==> config.mk <==
export PLATFORM = sky130hd
export DESIGN_NAME = ffha_ram
export DESIGN_NICKNAME = d
export VERILOG_FILES = /design/src/rtl/first_fit_heap_allocator_top_macros.svh /design/src/rtl/ffha_ram.sv
export SDC_FILE = /design/constraint.sdc
export NUM_CORES = 1
export LEC_CHECK = 0
export ABC_AREA = 1
export ABC_CLOCK_PERIOD_IN_PS = 1600
export BUFFER_PORTS_ARGS = -buffer_cell sky130_fd_sc_hd__buf_2
export CORE_ASPECT_RATIO = 1.25
export CORE_MARGIN = 2
export CORE_UTILIZATION = 61
export DETAILED_ROUTE_END_ITERATION = 16
export PLACE_DENSITY = 0.82
export SETUP_SLACK_MARGIN = 0.05
export SYNTH_ARGS = -nofsm -noshare
export SYNTH_HDL_FRONTEND = slang
export SYNTH_SLANG_ARGS = --single-unit
==> constraint.sdc <==
create_clock -name clk -period 1.6 [get_ports clk]
set_input_delay 0.24 -clock clk [delete_from_list [all_inputs] [get_ports clk]]
set_output_delay 0.24 -clock clk [all_outputs]
set_load 0.05 [all_outputs]
==> src/rtl/first_fit_heap_allocator_top_macros.svh <==
// Assertion macros shared by the allocator RTL.
`ifndef FIRST_FIT_HEAP_ALLOCATOR_TOP_MACROS_SVH
`define FIRST_FIT_HEAP_ALLOCATOR_TOP_MACROS_SVH

// Clocked implication checked outside reset.
`define FFHA_ASSERT_IMP(lbl, ante, cons, msg) \
  lbl: assert property (@(posedge clk) disable iff (!rst_n) (ante) |-> (cons)) \
    else $error(msg);

// Next-cycle implication checked outside reset.
`define FFHA_ASSERT_NXT(lbl, ante, cons, msg) \
  lbl: assert property (@(posedge clk) disable iff (!rst_n) (ante) |=> (cons)) \
    else $error(msg);

`endif

==> src/rtl/ffha_ram.sv <==
// ----------------------------------------------------------------------------
// ffha_ram
// Generic simple dual-port RAM with one write and one registered read per cycle.
// ----------------------------------------------------------------------------
module ffha_ram #(
  parameter int WIDTH = 8,
  parameter int DEPTH = 16
) (
  input  logic                     clk,
  input  logic                     we,
  input  logic [$clog2(DEPTH)-1:0] waddr,
  input  logic [WIDTH-1:0]         wdata,
  input  logic [$clog2(DEPTH)-1:0] raddr,
  output logic [WIDTH-1:0]         rdata
);

  logic [WIDTH-1:0] mem [DEPTH];

  always_ff @(posedge clk) begin
    if (we) begin
      mem[waddr] <= wdata;
    end
    rdata <= mem[raddr];
  end

endmodule

== Yosys cells after proc, flatten, opt, wreduce, memory -nomap -nowiden ==
Memory sizes are Yosys's and may differ from the RTL's. A register that Yosys moved wholly into a read port is not among the register bits.
Index checks and enable logic that the tools add are counted.
Storage, ports and cells
  flip-flop bits (word level): 0
  memory bits (writable): 128
  input port bits: 18
  output and inout bits: 8
  logic and storage cells: 3
  memories: 1
Cells by class
  muxes and demuxes: 2
Memory list
  mem: words 16, width 8, read ports 1, clocked after Yosys merged registers in 1, write ports 1, RTL line ffha_ram.sv:17  | logic [WIDTH-1:0] mem [DEPTH];
Operator list (count)
  two-way mux 1 bit: 2

== Longest topological paths before layout ==
Gate-level depths: netlist (run 1).
  depth in word-level cells: 2
  mapped depth: 8
  gate-level depth less buffers: 7

== Worst setup path after synthesis (run 1) ==
OpenSTA, ideal clock, no wires.
  path type: input port to flip-flop
  start point: input port waddr[2]
  end point: memory mem[10][0] (enable)
  arrival time: 0.821 ns
  required time: 1.230 ns
  setup slack: 0.409 ns
  stages on the path: 2
  path buffers: 0
  path through: nand3b_1 -> nor2_1
RTL lines
  start: declaration: RTL line ffha_ram.sv:11  | input logic [$clog2(DEPTH)-1:0] waddr,
  end: declaration: RTL line ffha_ram.sv:17
Straight into the memory's write port.

== Worst setup path in the final report (run 1) ==
  start point: register rdata[4] (read register of mem)
  end point: output port rdata[4]
RTL lines
  start: declaration: RTL line ffha_ram.sv:14  | output logic [WIDTH-1:0] rdata
No word-level cell between the ends.

==> metrics.csv, run 1 <==
stage,metric,value,unit
outcome,outcome,"finished, final reports clean",
logic_synthesis,syn_nets,569,
global_route,initial antenna violation count,0,
sta,Max Clk Rate,773.3,MHz
die,Die ar.,10250,sq um
sta,setup violators final,0,
run,max-cap viol count,0,
setup_path,Setup CP Type,reg2out,
final_layout,Layout Nets,614,
global_route,total gr overflow,0,
setup_path,Buf/Inv on CP,1,
setup_path,Reg2Reg Depth,6,
die,Die W,90.97,microns
setup_path,"critical path fanouts, max",1,
place,IO buf count,25,
setup_path,crit end category,output pin,
setup_path,CP startpoint kind,flip-flop,
routing,DRC errors left,0,
sta,RSZ-0062 raised after global routing,no,
logic_synthesis,Synth top area share,0.6665,
cts,CTS tree,done,
routing,"antenna viol nets, final",0,
pwr,PD cells,1254,nW/um^2
routing,vias,3959,
cts,TritonCTS Buffers,17,
sta,fin crit period,1.293,ns
logic_synthesis,ys async rst share,0,
sta,Clock Skew,0.006392,ns
final_layout,share of layout cells above drive strength 1,0.1330,
cts,root buf cell,clkbuf_16,
min_path,Hold Path Class,in2reg,
place,global placement routability congestion,0.8081,
setup_path,"CP delay by family, top",flip-flops,
setup_path,CP peak stage delay,0.36,ns
setup_path,crit path cell chain,buf_2,
logic_synthesis,Post-synth EDFFs,128,
final_layout,Util after Layout,0.7294,
sta,Min Hold Slack,0.1911,ns
place,DP HPWL,7.756,mm
sta,pin slew with the least headroom to its limit,0.3840,ns
logic_synthesis,synthesized area,5767,sq um
logic_synthesis,syn avg cell area,10.47,sq um
logic_synthesis,Area contributors post-synth,"edfxtp_1 (67%), nand2_1 (11%), nand3_1 (8.4%), inv_1 (6.5%), dfxtp_1 (2.8%)",
sta,Fin Setup TNS,0,ns
routing,DR pass1 iterations,6,
cts,Skew-Pair Late Insertion Delay,0.42,ns
cts,hold_buf cts,0,
cts,clk sink count,136,
routing,met1 wire length,4.780,mm
setup_path,reg2reg setup slack,0.54,ns
sta,Slew Limit Headroom,0.7440,
logic_synthesis,Netlist cell types,12,
sta,Hold Fails Final Rpt,0,
final_layout,fillcell total,654,
cts,H-Tree Depth,4,
sta,max-slew violation count,0,
setup_path,Worst EP required,1.36,ns
setup_path,reg2reg start,mem[7][6],
global_route,global-route wire length before repair,20.27,mm
sta,Tcrit/Tclk final,0.8082,
place,Setup WS pre-CTS,0.2544,ns
die,Cell Rows,39,
sta,final worst-path setup slack,0.3069,ns
logic_synthesis,Yosys warning total,0,
global_route,largest net degree at the start of global routing,54,
logic_synthesis,Cells after Synth,551,
final_layout,n_diodes,0,
die,initial core utilization,0.6286,
logic_synthesis,synthesized flop and latch total,136,
cts,setup bufs post-CTS,0,
min_path,WHS Endpoint,rdata[2],
die,Core Box Area,9174,sq um
routing,Avg WL per Cell,17.53,microns
logic_synthesis,sequential-to-total area share from yosys stat,0.6943,
logic_synthesis,"Primary FF master, synth",edfxtp_1,
cts,clock slew at reported path FFs,0.06,ns
global_route,vias in the first global route,3907,
routing,Met3 Wirelength,991,microns
die,IO Pins,26,
final_layout,synthesis-to-layout area growth,16.03,%
routing,DR WL met2,6.569,mm
global_route,total track usage,0.2702,
cts,post-CTS sizing,0,
routing,vias per inst,5.408,
routing,drt total wl,12.83,mm
logic_synthesis,commonest cells in the netlist,"nand2_1 (173), edfxtp_1 (128), inv_1 (100), nand3_1 (97), nor2_1 (17)",
die,Die Y-Extent,112.7,microns
min_path,Hold Startpoint,raddr[3],
setup_path,RR Endpoint,rdata[6],
cts,Max Buffers Root-to-Sink,2,
setup_path,critical path data arrival time,1.05,ns
routing,violation count after the first detailed-routing iteration,398,
min_path,cell depth of the worst hold path,3,
setup_path,slowest CP cell,dfxtp_1,
routing,DR top layer,met4,
pwr,Max VDD drop,0.8915,mV
logic_synthesis,"area leader, netlist",edfxtp_1,
logic_synthesis,top-count cell post-synth,nand2_1,
pwr,LEAKAGE,2.944,nW
==> state kept, by name, summed over array words and instances (netlist names) <==
name,cells
mem,128
rdata,8
==> area by class of cell <==
class                   count  area, sq um  area share
clock buffers              24        491.7     0.07349
clock inverters             8        95.09     0.01421
inverters                 102        382.9     0.05722
multi-input cells         289         1214      0.1814
flip-flops and latches    136         4004      0.5984
well taps                 123        153.9     0.02300
repair buffers             50        350.3     0.05236
==> through the flow <==
stage               cell area (sq um)  total power, W  instances
floorplan                        5767        0.004439        551
global route                     6691        0.008661        732
finish                           6691        0.008389        732
detailed placement               6105        0.004645        700
CTS                              6691        0.008421        732
global placement                 6105        0.004628        700
==> per-layer routing <==
metal | track usage | vias up
met4 | 0.1465 | 0
li1 | - | 1861
met2 | 0.4430 | 205
met3 | 0.06724 | 40
met1 | 0.3329 | 1853
met5 | 0 | -
==> power by group <==
part           leakage (nW)  switching, W  total [W]  internal (W)
logic                  1.43      0.000423   0.000579      0.000156
registers              1.22     0.0000239    0.00401       0.00398
clock network         0.286       0.00136    0.00380       0.00245
==> layout by cell type (no fill, tap or decap), drive strengths merged <==
| master | netlist | final |
|---|---|---|
| inv | 102 | 102 |
| nand3 | 97 | 97 |
| bufinv | 0 | 2 |
| clkbuf | 0 | 24 |
| dfxtp | 8 | 8 |
| buf | 24 | 50 |
| clkinv | 0 | 4 |
| clkinvlp | 0 | 2 |
| nor2 | 17 | 17 |
| edfxtp | 128 | 128 |
| nand2 | 173 | 173 |
| nand3b | 2 | 2 |
==> logic make-up (layout without fill, tap and decap cells) <==
family                 Yosys count  in the layout  synth area share
DFF                            136            136            0.6943
buffers and inverters          126            184           0.09525
and+or+nand+nor                289            289            0.2105
==> worst max-delay path by stage <==
| stage | start | end | slack (ns) | depth (start not counted) |
|---|---|---|---|---|
| floorplan | waddr[2] | mem[10][0] | 0.41 | 2 |
| global placement | raddr[0] | rdata[4] | 0.30 | 7 |
| detailed placement | raddr[0] | rdata[4] | 0.25 | 7 |
| CTS | rdata[4] | rdata[4] | 0.28 | 1 |
| global route | rdata[4] | rdata[4] | 0.27 | 1 |
| finish | rdata[4] | rdata[4] | 0.31 | 1 |
Note: power is estimated with default switching activity, not from simulation.
==> run 2, diff against run 1 <==
--- a/config.mk
+++ b/config.mk
@@ -6,7 +6,7 @@
 export NUM_CORES = 1
 export LEC_CHECK = 0
 export ABC_AREA = 1
-export ABC_CLOCK_PERIOD_IN_PS = 1600
+export ABC_CLOCK_PERIOD_IN_PS = 1300
 export BUFFER_PORTS_ARGS = -buffer_cell sky130_fd_sc_hd__buf_2
 export CORE_ASPECT_RATIO = 1.25
 export CORE_MARGIN = 2
==> constraint.sdc (replaced) <==
create_clock -name clk -period 1.3 [get_ports clk]
set_input_delay 0.195 -clock clk [delete_from_list [all_inputs] [get_ports clk]]
set_output_delay 0.195 -clock clk [all_outputs]
set_load 0.05 [all_outputs]
==> metrics.csv, run 2 (synthesis results as in run 1) <==
stage,metric,value,unit
setup_path,slowest CP cell,dfxtp_1,
pwr,combinational share of power,0.067,
final_layout,Util after Layout,0.7370,
pwr,Max VDD drop,1.783,mV
routing,Avg WL per Cell,16.93,microns
cts,setup bufs post-CTS,0,
pwr,P_int,0.008454,W
final_layout,"Most flops, register",mem,
global_route,vias in the first global route,3843,
pwr,net switching power,0.002229,W
min_path,Hold Path Class,in2reg,
pwr,LEAKAGE,2.976,nW
global_route,total gr overflow,0,
setup_path,CP Capture Point,rdata[2],
setup_path,critical path data arrival time,1.00,ns
routing,violation count after the first detailed-routing iteration,356,
cts,CTS tree,done,
cts,TritonCTS Buffers,17,
routing,drt total wl,12.41,mm
setup_path,Levels on crit path,1,
global_route,met3 Use GR,0.07523,
global_route,total track usage,0.2600,
final_layout,most frequent cells in the layout,"nand2_1 (173), edfxtp_1 (128), inv_1 (100)",
setup_path,Worst Setup SP,rdata[2],
pwr,Switching Fraction,0.2086,
global_route,met2 Resource Use GR,0.4267,
routing,vias per inst,5.382,
sta,Slew Limit Headroom,0.7551,
global_route,global-route wire length before repair,19.60,mm
routing,vias,3945,
sta,pin slew with the least headroom to its limit,0.3674,ns
sta,max-slew violation count,0,
sta,Fin Setup TNS,0,ns
setup_path,reg2reg start,mem[7][7],
die,Core Box Area,9174,sq um
cts,root buf cell,clkbuf_16,
sta,Clock Skew,0.008824,ns
setup_path,crit end category,output pin,
final_layout,share of layout cells above drive strength 1,0.1328,
global_route,initial antenna violation count,0,
sta,Max Clk Rate,834.4,MHz
setup_path,Buf/Inv on CP,1,
sta,RSZ-0062 raised after global routing,no,
setup_path,reg2reg setup slack,0.21,ns
final_layout,synthesis-to-layout area growth,17.25,%
final_layout,n_diodes,0,
final_layout,Layout Nets,615,
die,Die ar.,10250,sq um
setup_path,CP startpoint kind,flip-flop,
cts,clk sink count,136,
global_route,largest net degree at the start of global routing,35,
final_layout,fillcell total,601,
pwr,sequential share of power,0.462,
final_layout,max reg flops,128,
routing,DR pass1 iterations,5,
cts,clock slew at reported path FFs,0.06,ns
die,Die W,90.97,microns
setup_path,"CP delay by family, top",flip-flops,
cts,hold_buf cts,0,
final_layout,"leading cell type in the layout, fill and taps excluded",nand2_1,
final_layout,largest registers,"mem: 128 flops, rdata: 8 flops",
sta,setup violators final,0,
place,global placement routability congestion,0.8368,
sta,fin crit period,1.198,ns
die,Die Y-Extent,112.7,microns
sta,Hold Fails Final Rpt,0,
outcome,outcome,"finished, final reports clean",
global_route,met1 Usage GRT,0.3198,
setup_path,CP peak stage delay,0.35,ns
run,max-cap viol count,0,
die,IO Pins,26,
sta,Tcrit/Tclk final,0.9219,
setup_path,Worst EP required,1.11,ns
global_route,Most Crowded Layer GR,met2,
pwr,PD cells,1580,nW/um^2
setup_path,crit path cell chain,clkbuf_4,
min_path,cell depth of the worst hold path,3,
cts,Max Buffers Root-to-Sink,2,
pwr,Clock power frac,0.470,
die,Cell Rows,39,
routing,DRC errors left,0,
setup_path,"critical path fanouts, max",1,
setup_path,Reg2Reg Depth,6,
place,DP HPWL,7.711,mm
cts,Skew-Pair Late Insertion Delay,0.42,ns
routing,"antenna viol nets, final",0,
place,IO buf count,25,
cts,H-Tree Depth,4,
setup_path,RR Endpoint,rdata[7],
die,initial core utilization,0.6286,
setup_path,Setup CP Type,reg2out,
-- run 2: changes by cell type in the layout (fill, tap and decap cells not counted) --
cell and change:
buf_4 +3, clkinv_1 +1, clkbuf_4 +2, bufinv_16 +2, clkinvlp_4 -1, buf_2 -5
clkbuf_8 -1, clkinv_2 -1, buf_12 +1
-- run 2: worst min-delay path by stage --
stage / slack [ns] / start / to
6_report: 0.13 / raddr[3] / rdata[7]
5_1_grt: 0.15 / raddr[3] / rdata[7]
4_1_cts: 0.12 / raddr[3] / rdata[7]
3_5_place_dp: 0.56 / raddr[3] / rdata[7]
3_3_place_gp: 0.56 / raddr[3] / rdata[3]
2_1_floorplan: 0.29 / wdata[0] / mem[0][0]
-- run 2: area by class of cell --
| cell class | count | area (sq um) | area share |
|---|---|---|---|
| Sequential cell | 136 | 4004 | 0.5922 |
| Multi-Input combinational cell | 289 | 1214 | 0.1795 |
| Clock buffer | 23 | 478.0 | 0.07069 |
| Timing Repair Buffer | 51 | 382.9 | 0.05662 |
| Inverter | 102 | 382.9 | 0.05662 |
| Tap cell | 123 | 153.9 | 0.02276 |
| Clock inverter | 9 | 146.4 | 0.02165 |
-- run 2: what timing repair did --
| action | in CTS | in global routing |
|---|---|---|
| gates resized for setup | 3 | 2 |
| endpoints found under the setup margin | 3 | 2 |
| endpoints found under the hold margin | 0 | 0 |
| pin swaps | 0 | 0 |
-- run 2: power groups by stage --
stage / logic (W) / registers, W / clock network [W]
CTS: 0.000714 / 0.00494 / 0.00505
global placement: 0.000682 / 0.00502 / 0
finish: 0.000720 / 0.00494 / 0.00502
detailed placement: 0.000698 / 0.00503 / 0
global route: 0.000786 / 0.00495 / 0.00524
floorplan: 0.000346 / 0.00512 / 0
-- run 2: worst reg2reg max path: cells and delay by family, from the launching register on --
| kind | cells | cell delay (ns) |
|---|---|---|
| DFF | 1 | 0.38 |
| and+or+nand+nor | 6 | 0.60 |
-- run 2: through the flow --
step	cell area, sq um	total power, W	worst slack (ns)	hold WS (ns)	cells
after global routing	6761	0.01097	0.07232	0.1536	733
after floorplan	5767	0.005463	0.1542	0.2939	551
after detailed placement	6125	0.005727	-0.02904	0.5599	701
after global placement	6125	0.005706	-0.006547	0.5571	701
final	6761	0.01068	0.1015	0.1349	733
after CTS	6756	0.01071	0.05106	0.1173	733
-- run 2: routing by layer --
metal  routed length, microns  share of wire  vias up
met5                        0              0        -
met4                      449          0.036        0
met3                      928          0.075       39
met2                     6292           0.51      197
met1                     4738           0.38     1846
li1                         -              -     1863
